===== src/rtl/esgl_pkg.sv =====
// ---------------------------------------------------------------------------
// esgl_pkg: shared types and defaults for the elevation smoother
// sequencer states and parameter defaults
// ---------------------------------------------------------------------------
`default_nettype none

package esgl_pkg;

	localparam int HALF_WINDOW_DEF      = 4;
	localparam int MAX_TRACK_POINTS_DEF = 1048576;

	localparam int ELEV_W  = 24;
	localparam int INDEX_W = 20;
	localparam int TOTAL_W = 32;

	typedef enum logic [2:0] {
		ST_IDLE,
		ST_READ,
		ST_DIV_GO,
		ST_DIV_WAIT,
		ST_EMIT,
		ST_DRAIN_RD,
		ST_DRAIN_SUB
	} esgl_state_t;

endpackage

`default_nettype wire


===== src/rtl/esgl_div.sv =====
// ---------------------------------------------------------------------------
// esgl_div: restoring divider
// unsigned quotient, one bit per cycle, done pulses with the quotient ready
// ---------------------------------------------------------------------------
`default_nettype none

module esgl_div #(
	parameter int QW = 28,
	parameter int DW = 4
) (
	input  wire logic          clk,
	input  wire logic          arst_n,
	input  wire logic          start,
	input  wire logic [QW-1:0] dividend,
	input  wire logic [DW-1:0] divisor,
	output logic               busy,
	output logic               done,
	output logic [QW-1:0]      quotient
);

	localparam int CW = $clog2(QW + 1);

	logic [DW-1:0] rem_q;
	logic [QW-1:0] quo_q;
	logic [DW-1:0] div_q;
	logic [CW-1:0] cnt_q;
	logic          busy_q;
	logic          done_q;
	logic [DW:0]   trial;
	logic          fits;

	assign trial = {rem_q, quo_q[QW-1]};
	assign fits  = trial >= {1'b0, div_q};

	always_ff @(posedge clk or negedge arst_n) begin
		if (!arst_n) begin
			busy_q <= 1'b0;
			done_q <= 1'b0;
			cnt_q  <= '0;
		end else begin
			// last quotient bit lands on this edge
			done_q <= !start && busy_q && (cnt_q == CW'(1));
			if (start) begin
				busy_q <= 1'b1;
				cnt_q  <= CW'(QW);
			end else if (busy_q) begin
				cnt_q <= cnt_q - 1'b1;
				if (cnt_q == CW'(1)) begin
					busy_q <= 1'b0;
				end
			end
		end
	end

	always_ff @(posedge clk) begin
		if (start) begin
			rem_q <= '0;
			quo_q <= dividend;
			div_q <= divisor;
		end else if (busy_q) begin
			// remainder stays below the divisor, so it fits in DW bits
			rem_q <= fits ? DW'(trial - {1'b0, div_q}) : trial[DW-1:0];
			quo_q <= {quo_q[QW-2:0], fits};
		end
	end

	assign busy     = busy_q;
	assign done     = done_q;
	assign quotient = quo_q;

endmodule

`default_nettype wire


===== src/rtl/elevation_smooth_gain_loss.sv =====
// ---------------------------------------------------------------------------
// elevation_smooth_gain_loss: centered moving average with gain and loss
// smooths a track of elevation samples over +/- HALF_WINDOW points, clipped
// at both ends, and keeps running gain, loss and extreme values
// ---------------------------------------------------------------------------
//  channel   dir  fields                                             accept
//  s_*       in   tdata: elevation; tlast: last_point                tvalid & tready
//  m_*       out  tdata: smoothed .. lowest; tlast: end_of_track     tvalid & tready
//
// a sample that emits nothing passes through the store read, then write-back
// a sample that emits also runs the bit-serial divider, which dominates,
// one quotient bit per cycle; each further point drained on the last
// sample reruns the divider, after a store read and a subtract when it
// drops a stored sample off the low end of the window
// arst_n clears the sequencer and track control state; the per-item payload and the sample store are not cleared
// a stalled output holds the sequencer in the emit step
// ---------------------------------------------------------------------------
`default_nettype none

module elevation_smooth_gain_loss
	import esgl_pkg::*;
#(
	parameter int HALF_WINDOW      = HALF_WINDOW_DEF,
	parameter int MAX_TRACK_POINTS = MAX_TRACK_POINTS_DEF
) (
	input  wire logic         clk,
	input  wire logic         arst_n,
	// [23:0] elevation
	input  wire logic [23:0]  s_tdata,
	input  wire logic         s_tlast,
	input  wire logic         s_tvalid,
	output logic              s_tready,
	// [23:0] smoothed_elevation, [43:24] point_index, [75:44] total_gain,
	// [107:76] total_loss, [131:108] highest_point, [155:132] lowest_point
	output logic [159:0]      m_tdata,
	output logic              m_tlast,
	output logic              m_tvalid,
	input  wire logic         m_tready
);

	localparam int WIN  = 2 * HALF_WINDOW + 1;
	localparam int AW   = $clog2(WIN);
	localparam int DW   = $clog2(WIN + 1);
	localparam int SUMW = ELEV_W + $clog2(WIN);
	localparam int NW   = $clog2(MAX_TRACK_POINTS);

	// sample store, one synchronous read port
	logic signed [ELEV_W-1:0] mem [WIN];
	logic signed [ELEV_W-1:0] rdata_q;

	esgl_state_t state_q, state_d;

	// track state
	logic [NW-1:0]            seen_q;
	logic [NW-1:0]            emitted_q;
	logic [NW-1:0]            n_q;
	logic [NW-1:0]            lo_q;
	logic [AW-1:0]            slot_q;
	logic [AW-1:0]            wa_q;
	logic [AW-1:0]            lo_slot_q;
	logic signed [SUMW-1:0]   sum_q;
	logic signed [ELEV_W-1:0] x_q;
	logic                     last_q;
	logic                     neg_q;
	logic signed [ELEV_W-1:0] prev_q;
	logic [TOTAL_W-1:0]       gain_q;
	logic [TOTAL_W-1:0]       loss_q;
	logic signed [ELEV_W-1:0] high_q;
	logic signed [ELEV_W-1:0] low_q;

	// output register
	logic [159:0] m_tdata_q;
	logic         m_tlast_q;
	logic         m_tvalid_q;

	// control strobes
	logic          accept;
	logic          rd_en;
	logic [AW-1:0] rd_addr;
	logic          div_start;
	logic          emit_fire;
	logic          track_done;

	logic [31:0] n32;
	logic [31:0] lo32;
	logic        final_pt;
	logic        need_sub;

	// divider hookup
	logic [SUMW-1:0] mag;
	logic [SUMW-1:0] dividend;
	logic [DW-1:0]   divisor;
	logic            div_busy;
	logic            div_done;
	logic [SUMW-1:0] quotient;

	// emit arithmetic
	logic signed [ELEV_W-1:0] smooth;
	logic signed [ELEV_W:0]   diff;
	logic [ELEV_W:0]          step_up;
	logic [ELEV_W:0]          step_dn;
	logic [TOTAL_W:0]         gain_sum;
	logic [TOTAL_W:0]         loss_sum;
	logic [TOTAL_W-1:0]       gain_nx;
	logic [TOTAL_W-1:0]       loss_nx;
	logic signed [ELEV_W-1:0] high_nx;
	logic signed [ELEV_W-1:0] low_nx;
	logic [NW+INDEX_W-1:0]    index_ext;

	function automatic logic [AW-1:0] wrap_inc(input logic [AW-1:0] a);
		return (a == AW'(WIN - 1)) ? '0 : a + 1'b1;
	endfunction

	assign n32    = 32'(n_q);
	assign lo32   = 32'(lo_q);
	assign accept = s_tvalid && s_tready;

	// this emission is the last one of the track
	assign final_pt = last_q && (emitted_q == n_q);
	// next drained point drops one sample off the low end of its window
	assign need_sub = (32'(emitted_q) + 32'd1) > (lo32 + 32'(HALF_WINDOW));

	// sequencer: next state and strobes
	always_comb begin
		state_d    = state_q;
		s_tready   = 1'b0;
		rd_en      = 1'b0;
		rd_addr    = slot_q;
		div_start  = 1'b0;
		emit_fire  = 1'b0;
		track_done = 1'b0;
		case (state_q)
			ST_IDLE: begin
				s_tready = 1'b1;
				if (s_tvalid) begin
					rd_en   = 1'b1;
					state_d = ST_READ;
				end
			end
			ST_READ: begin
				if (n32 >= 32'(HALF_WINDOW) || last_q) begin
					state_d = ST_DIV_GO;
				end else begin
					state_d = ST_IDLE;
				end
			end
			ST_DIV_GO: begin
				div_start = 1'b1;
				state_d   = ST_DIV_WAIT;
			end
			ST_DIV_WAIT: begin
				if (div_done) begin
					state_d = ST_EMIT;
				end
			end
			ST_EMIT: begin
				if (!m_tvalid_q || m_tready) begin
					emit_fire = 1'b1;
					if (final_pt) begin
						track_done = 1'b1;
						state_d    = ST_IDLE;
					end else if (!last_q) begin
						state_d = ST_IDLE;
					end else if (need_sub) begin
						state_d = ST_DRAIN_RD;
					end else begin
						state_d = ST_DIV_GO;
					end
				end
			end
			ST_DRAIN_RD: begin
				rd_en   = 1'b1;
				rd_addr = lo_slot_q;
				state_d = ST_DRAIN_SUB;
			end
			ST_DRAIN_SUB: begin
				state_d = ST_DIV_GO;
			end
			default: begin
				state_d = ST_IDLE;
			end
		endcase
	end

	always_ff @(posedge clk or negedge arst_n) begin
		if (!arst_n) begin
			state_q <= ST_IDLE;
		end else begin
			state_q <= state_d;
		end
	end

	// sample store
	always_ff @(posedge clk) begin
		if (rd_en) begin
			rdata_q <= mem[rd_addr];
		end
	end

	always_ff @(posedge clk) begin
		if (state_q == ST_READ) begin
			mem[wa_q] <= x_q;
		end
	end

	// rounded divide: magnitude plus half the count, sign restored after
	assign mag      = sum_q[SUMW-1] ? SUMW'(-sum_q) : SUMW'(sum_q);
	assign divisor  = DW'(n32 - lo32 + 32'd1);
	assign dividend = mag + SUMW'(divisor >> 1);

	esgl_div #(
		.QW(SUMW),
		.DW(DW)
	) u_div (
		.clk      (clk),
		.arst_n   (arst_n),
		.start    (div_start),
		.dividend (dividend),
		.divisor  (divisor),
		.busy     (div_busy),
		.done     (div_done),
		.quotient (quotient)
	);

	// smoothed value and running totals
	assign smooth   = neg_q ? ELEV_W'(-quotient) : ELEV_W'(quotient);
	assign diff     = (ELEV_W + 1)'(smooth) - (ELEV_W + 1)'(prev_q);
	assign step_up  = diff[ELEV_W] ? '0 : diff;
	assign step_dn  = diff[ELEV_W] ? (ELEV_W + 1)'(-diff) : '0;
	assign gain_sum = {1'b0, gain_q} + (TOTAL_W + 1)'(step_up);
	assign loss_sum = {1'b0, loss_q} + (TOTAL_W + 1)'(step_dn);

	always_comb begin
		if (emitted_q == '0) begin
			// first point of the track seeds the extremes
			gain_nx = gain_q;
			loss_nx = loss_q;
			high_nx = smooth;
			low_nx  = smooth;
		end else begin
			gain_nx = gain_sum[TOTAL_W] ? '1 : gain_sum[TOTAL_W-1:0];
			loss_nx = loss_sum[TOTAL_W] ? '1 : loss_sum[TOTAL_W-1:0];
			high_nx = (smooth > high_q) ? smooth : high_q;
			low_nx  = (smooth < low_q) ? smooth : low_q;
		end
	end

	assign index_ext = (NW + INDEX_W)'(emitted_q);

	// track control state
	always_ff @(posedge clk or negedge arst_n) begin
		if (!arst_n) begin
			seen_q    <= '0;
			emitted_q <= '0;
			slot_q    <= '0;
			sum_q     <= '0;
			prev_q    <= '0;
			gain_q    <= '0;
			loss_q    <= '0;
			high_q    <= '0;
			low_q     <= '0;
			lo_q      <= '0;
			lo_slot_q <= '0;
		end else begin
			if (accept) begin
				seen_q <= seen_q + 1'b1;
				slot_q <= wrap_inc(slot_q);
			end
			if (state_q == ST_READ) begin
				// drop the sample leaving the window, add the new one
				sum_q <= sum_q + SUMW'(x_q)
					- ((n32 >= 32'(WIN)) ? SUMW'(rdata_q) : SUMW'(0));
				if (n32 >= 32'(2 * HALF_WINDOW)) begin
					lo_q      <= NW'(n32 - 32'(2 * HALF_WINDOW));
					lo_slot_q <= wrap_inc(wa_q);
				end else begin
					lo_q      <= '0;
					lo_slot_q <= '0;
				end
			end
			if (state_q == ST_DRAIN_SUB) begin
				sum_q     <= sum_q - SUMW'(rdata_q);
				lo_q      <= lo_q + 1'b1;
				lo_slot_q <= wrap_inc(lo_slot_q);
			end
			if (track_done) begin
				seen_q    <= '0;
				emitted_q <= '0;
				slot_q    <= '0;
				sum_q     <= '0;
				prev_q    <= '0;
				gain_q    <= '0;
				loss_q    <= '0;
				high_q    <= '0;
				low_q     <= '0;
				lo_q      <= '0;
				lo_slot_q <= '0;
			end else if (emit_fire) begin
				emitted_q <= emitted_q + 1'b1;
				prev_q    <= smooth;
				gain_q    <= gain_nx;
				loss_q    <= loss_nx;
				high_q    <= high_nx;
				low_q     <= low_nx;
			end
		end
	end

	// per-item payload, no reset needed
	always_ff @(posedge clk) begin
		if (accept) begin
			x_q    <= s_tdata;
			n_q    <= seen_q;
			wa_q   <= slot_q;
			// an overlong track ends at the last index that fits
			last_q <= s_tlast || (seen_q == NW'(MAX_TRACK_POINTS - 1));
		end
		if (div_start) begin
			neg_q <= sum_q[SUMW-1];
		end
	end

	// output register
	always_ff @(posedge clk or negedge arst_n) begin
		if (!arst_n) begin
			m_tvalid_q <= 1'b0;
		end else if (emit_fire) begin
			m_tvalid_q <= 1'b1;
		end else if (m_tready) begin
			m_tvalid_q <= 1'b0;
		end
	end

	always_ff @(posedge clk) begin
		if (emit_fire) begin
			m_tdata_q <= {4'b0, low_nx, high_nx, loss_nx, gain_nx,
				index_ext[INDEX_W-1:0], smooth};
			m_tlast_q <= final_pt;
		end
	end

	assign m_tdata  = m_tdata_q;
	assign m_tlast  = m_tlast_q;
	assign m_tvalid = m_tvalid_q;

`ifndef SYNTHESIS
	a_ready_idle: assert property (@(posedge clk) disable iff (!arst_n)
		s_tready |-> !div_busy)
		else $error("input ready while divider busy");
	a_emit_order: assert property (@(posedge clk) disable iff (!arst_n)
		emitted_q <= seen_q)
		else $error("more points emitted than seen");
	a_div_nonzero: assert property (@(posedge clk) disable iff (!arst_n)
		div_start |-> divisor != '0)
		else $error("window count is zero");
	a_end_clears: assert property (@(posedge clk) disable iff (!arst_n)
		track_done |=> seen_q == '0 && emitted_q == '0)
		else $error("track state not cleared after end");
`endif

endmodule

`default_nettype wire

===== config.mk =====
export PLATFORM = sky130hd
export DESIGN_NAME = elevation_smooth_gain_loss
export DESIGN_NICKNAME = d
export VERILOG_FILES = /design/src/rtl/esgl_pkg.sv /design/src/rtl/esgl_div.sv /design/src/rtl/elevation_smooth_gain_loss.sv
export SDC_FILE = /design/constraint.sdc
export NUM_CORES = 2
export LEC_CHECK = 0
export ABC_AREA = 1
export BUFFER_PORTS_ARGS = -buffer_cell sky130_fd_sc_hd__buf_4
export CAP_MARGIN = 0
export CORE_MARGIN = 2
export CORE_UTILIZATION = 57
export DETAILED_ROUTE_END_ITERATION = 8
export GPL_ROUTABILITY_DRIVEN = 0
export HOLD_SLACK_MARGIN = 0.02
export PLACE_DENSITY_LB_ADDON = 0.2
export SLEW_MARGIN = 25
export SYNTH_ARGS = -nofsm -noshare
export SYNTH_HDL_FRONTEND = slang
export SYNTH_SLANG_ARGS = --single-unit

===== constraint.sdc =====
create_clock -name clk -period 6.7 [get_ports clk]
set_input_delay 1.005 -clock clk [delete_from_list [all_inputs] [get_ports clk]]
set_output_delay 1.005 -clock clk [all_outputs]
set_load 0.005 [all_outputs]

==> results.json <==
{
  "fmax_ghz": 0.162,
  "ctsHtreeMaxLevel": 3,
  "area_delta_synth_final_pct": 11.7,
  "grt_usage": 0.301,
  "num_vias": 39300,
  "finalNetCount": 6006,
  "slowest_delay_ns": 0.56,
  "setup_viol": 0,
  "synth_edf_count": 479,
  "worstSetupEndpointType": "flip-flop",
  "netlist_top_cells_area": "edfxtp_1, dfrtp_1, nand2_1",
  "cts_sinks": 726,
  "r2r_end": "m_tdata[91]$_DFFE_PP_",
  "yosys.area.top_type": "edfxtp_1",
  "synthAdderAreaFrac": 0.0771,
  "max_cap_viol_count": 0,
  "vias_per_cell": 5.76,
  "synth-simple-area-share": 0.242,
  "synth_common_cells": "nand2_1, inv_1, nor2_1",
  "synth-compound-area-share": 0.118,
  "coreArea_mm2": 0.0790,
  "synth.top_cell.area_share": 0.316,
  "fin_util": 0.644,
  "avgRoutedWirePerCell_um": 18.4,
  "period_minus_slack_ns": 6.16,
  "hold_path_class": "input port to asynchronous set/reset pin",
  "initial_core_util": 0.576,
  "diodes": 0,
  "syn_inst": 5537,
  "finalCritPeriodShare": 0.919,
  "rr_worst_depth": 34,
  "path_delay_family": "simple AND/OR/NAND/NOR gates",
  "final_hold_viol_count": 0,
  "critPathKind": "flip-flop to flip-flop",
  "synth_seq_area_share": 0.451,
  "cts-root-buf": "clkbuf_16",
  "clkTransAtPathRegs_ns": 0.06,
  "synthMuxAreaShare": 0.000220,
  "grt_pass1_wl_um": 197000,
  "ys_types": 71,
  "clockBufferDepth": 3,
  "synth_flop_cell": "edfxtp_1",
  "yosysMostFrequentCell": "nand2_1",
  "routed_wl_um": 126000,
  "relSlewSlack": 0.280,
  "boundaryPins": 192,
  "critPathBufInv": 7,
  "skew_ns": 0.0318,
  "dpl.hpwl_um": 90200,
  "r2r_start": "u_div.quotient[0]$_DFFE_PP_",
  "grt_max_degree": 144,
  "ys_async_sr_fraction": 0.335,
  "synth_top_family_by_area": "simple AND/OR/NAND/NOR gates",
  "ant_nets": 0,
  "die-area_mm2": 0.0822,
  "grt_pass1_vias": 36800,
  "die_y_um": 287,
  "core.rowCount": 103,
  "avgSynthCellArea_um2": 8.22,
  "status": "finished clean",
  "gr-total-overflow": 0,
  "cts_tree": "yes",
  "clk_latency_ns": 0.66,
  "netlist_area_mm2": 0.0455,
  "drc": 0,
  "antenna_found_initial": 2,
  "reg2reg_slack_ns": 0.54,
  "cts_hold_buf": 0,
  "cts_buffers": 79,
  "crit_fanout": 20,
  "cpMaxStageDelayCell": "o21ai_0",
  "slew_violations": 0,
  "synth-seq-cells": 726,
  "drive_gt1_frac": 0.0991,
  "crit_arrival_ns": 6.57,
  "fp.dieW_um": 287,
  "critPathMostFrequentCell": "nand2_1",
  "drt_pre_antenna_iters": 8,
  "yosys_warnings": 0,
  "drtIter0Drc": 3903,
  "cp_data_required_time_ns": 7.11,
  "synth_xor_area_frac": 0.0292,
  "crit_path_start_kind": "flip-flop",
  "port_buffers": 187,
  "tightest_slew_ns": 1.08
}
==> worst max path at each step <==
stage,depth (start not counted),startpoint,end
2_1_floorplan,4,m_tready,m_tdata[0]$_DFFE_PP_
3_3_place_gp,33,u_div.quotient[0]$_DFFE_PP_,m_tdata[87]$_DFFE_PP_
3_5_place_dp,35,u_div.quotient[0]$_DFFE_PP_,gain_q[4]$_DFFE_PN0P_
4_1_cts,33,u_div.quotient[0]$_DFFE_PP_,m_tdata[92]$_DFFE_PP_
5_1_grt,36,u_div.quotient[0]$_DFFE_PP_,m_tdata[81]$_DFFE_PP_
6_report,34,u_div.quotient[0]$_DFFE_PP_,m_tdata[91]$_DFFE_PP_
==> per-layer routing <==
metal | track usage | up-vias | wire, µm
met1 | 0.404 | 18400 | 52000
li1 | - | 18900 | -
met2 | 0.499 | 1697 | 59100
met3 | 0.0438 | 312 | 9920
met5 | 0 | - | 11
met4 | 0.109 | 2 | 4890
==> layout make-up <==
class                   count  area, µm²
fillers                  6635      28100
multi-input cells        3853      21400
flip-flops and latches    726      20500
inverters                 816       3070
clock buffers             105       2160
repair buffers            241       1860
well taps                1050       1310
clock inverters            43        492
==> cells by family after synthesis <==
logic type,Yosys count
mux,1
simple gates,2500
flops,726
compound gates,938
buf+inv,963
fa+ha+maj,260
other cells,1
xor+xnor,148
==> registers in the layout, indices dropped and copies added, names as in the netlist, 4 cells and up <==
| name | flops |
|---|---|
| lo_slot_q | 4 |
| n_q | 20 |
| m_tdata | 156 |
| wa_q | 4 |
| low_q | 24 |
| sum_q | 28 |
| seen_q | 20 |
| u_div.quotient | 28 |
| high_q | 24 |
| u_div.cnt_q | 5 |
| slot_q | 4 |
| gain_q | 32 |
| u_div.rem_q | 4 |
| x_q | 24 |
| rdata_q | 24 |
| lo_q | 20 |
| prev_q | 24 |
| u_div.div_q | 4 |
| emitted_q | 20 |
| mem | 216 |
| loss_q | 32 |
==> cell usage in the layout (no fill, tap or decap), types with 30 or more instances in the layout <==
master,instances
o22ai_1,81
nor3_1,69
o21ai_0,378
edfxtp_1,479
o211ai_1,31
nand3_1,375
inv_2,30
nand4_1,109
a21oi_1,236
xor2_1,100
inv_1,783
o21ai_1,42
o221ai_1,33
nor2_1,496
buf_4,235
or2_2,33
fa_1,34
ha_1,225
and2_1,41
xnor2_1,43
nand2_1,1221
clkbuf_16,79
dfrtp_1,243
==> what timing repair did <==
item,4_1_cts,5_1_grt
gates resized for setup,0,15
setup buffers,0,0
setup endpoints to repair,0,120
==> per-stage QoR <==
step | setup TNS (ns) | std cells | area (µm²) | hold slack [ns] | setup WS, ns
after floorplan | 0 | 5540 | 45500 | 0.420 | 0.171
after global placement | 0 | 6684 | 48100 | 0.432 | 0.563
after detailed placement | 0 | 6684 | 48100 | 0.435 | 0.297
after CTS | 0 | 6832 | 50800 | 0.354 | 0.284
after global routing | -0.139 | 6834 | 50900 | 0.378 | -0.0239
final | 0 | 6834 | 50900 | 0.334 | 0.543
Power is not shown: default switching activity piles up to over one toggle a cycle in this logic, so the estimate is an artifact.
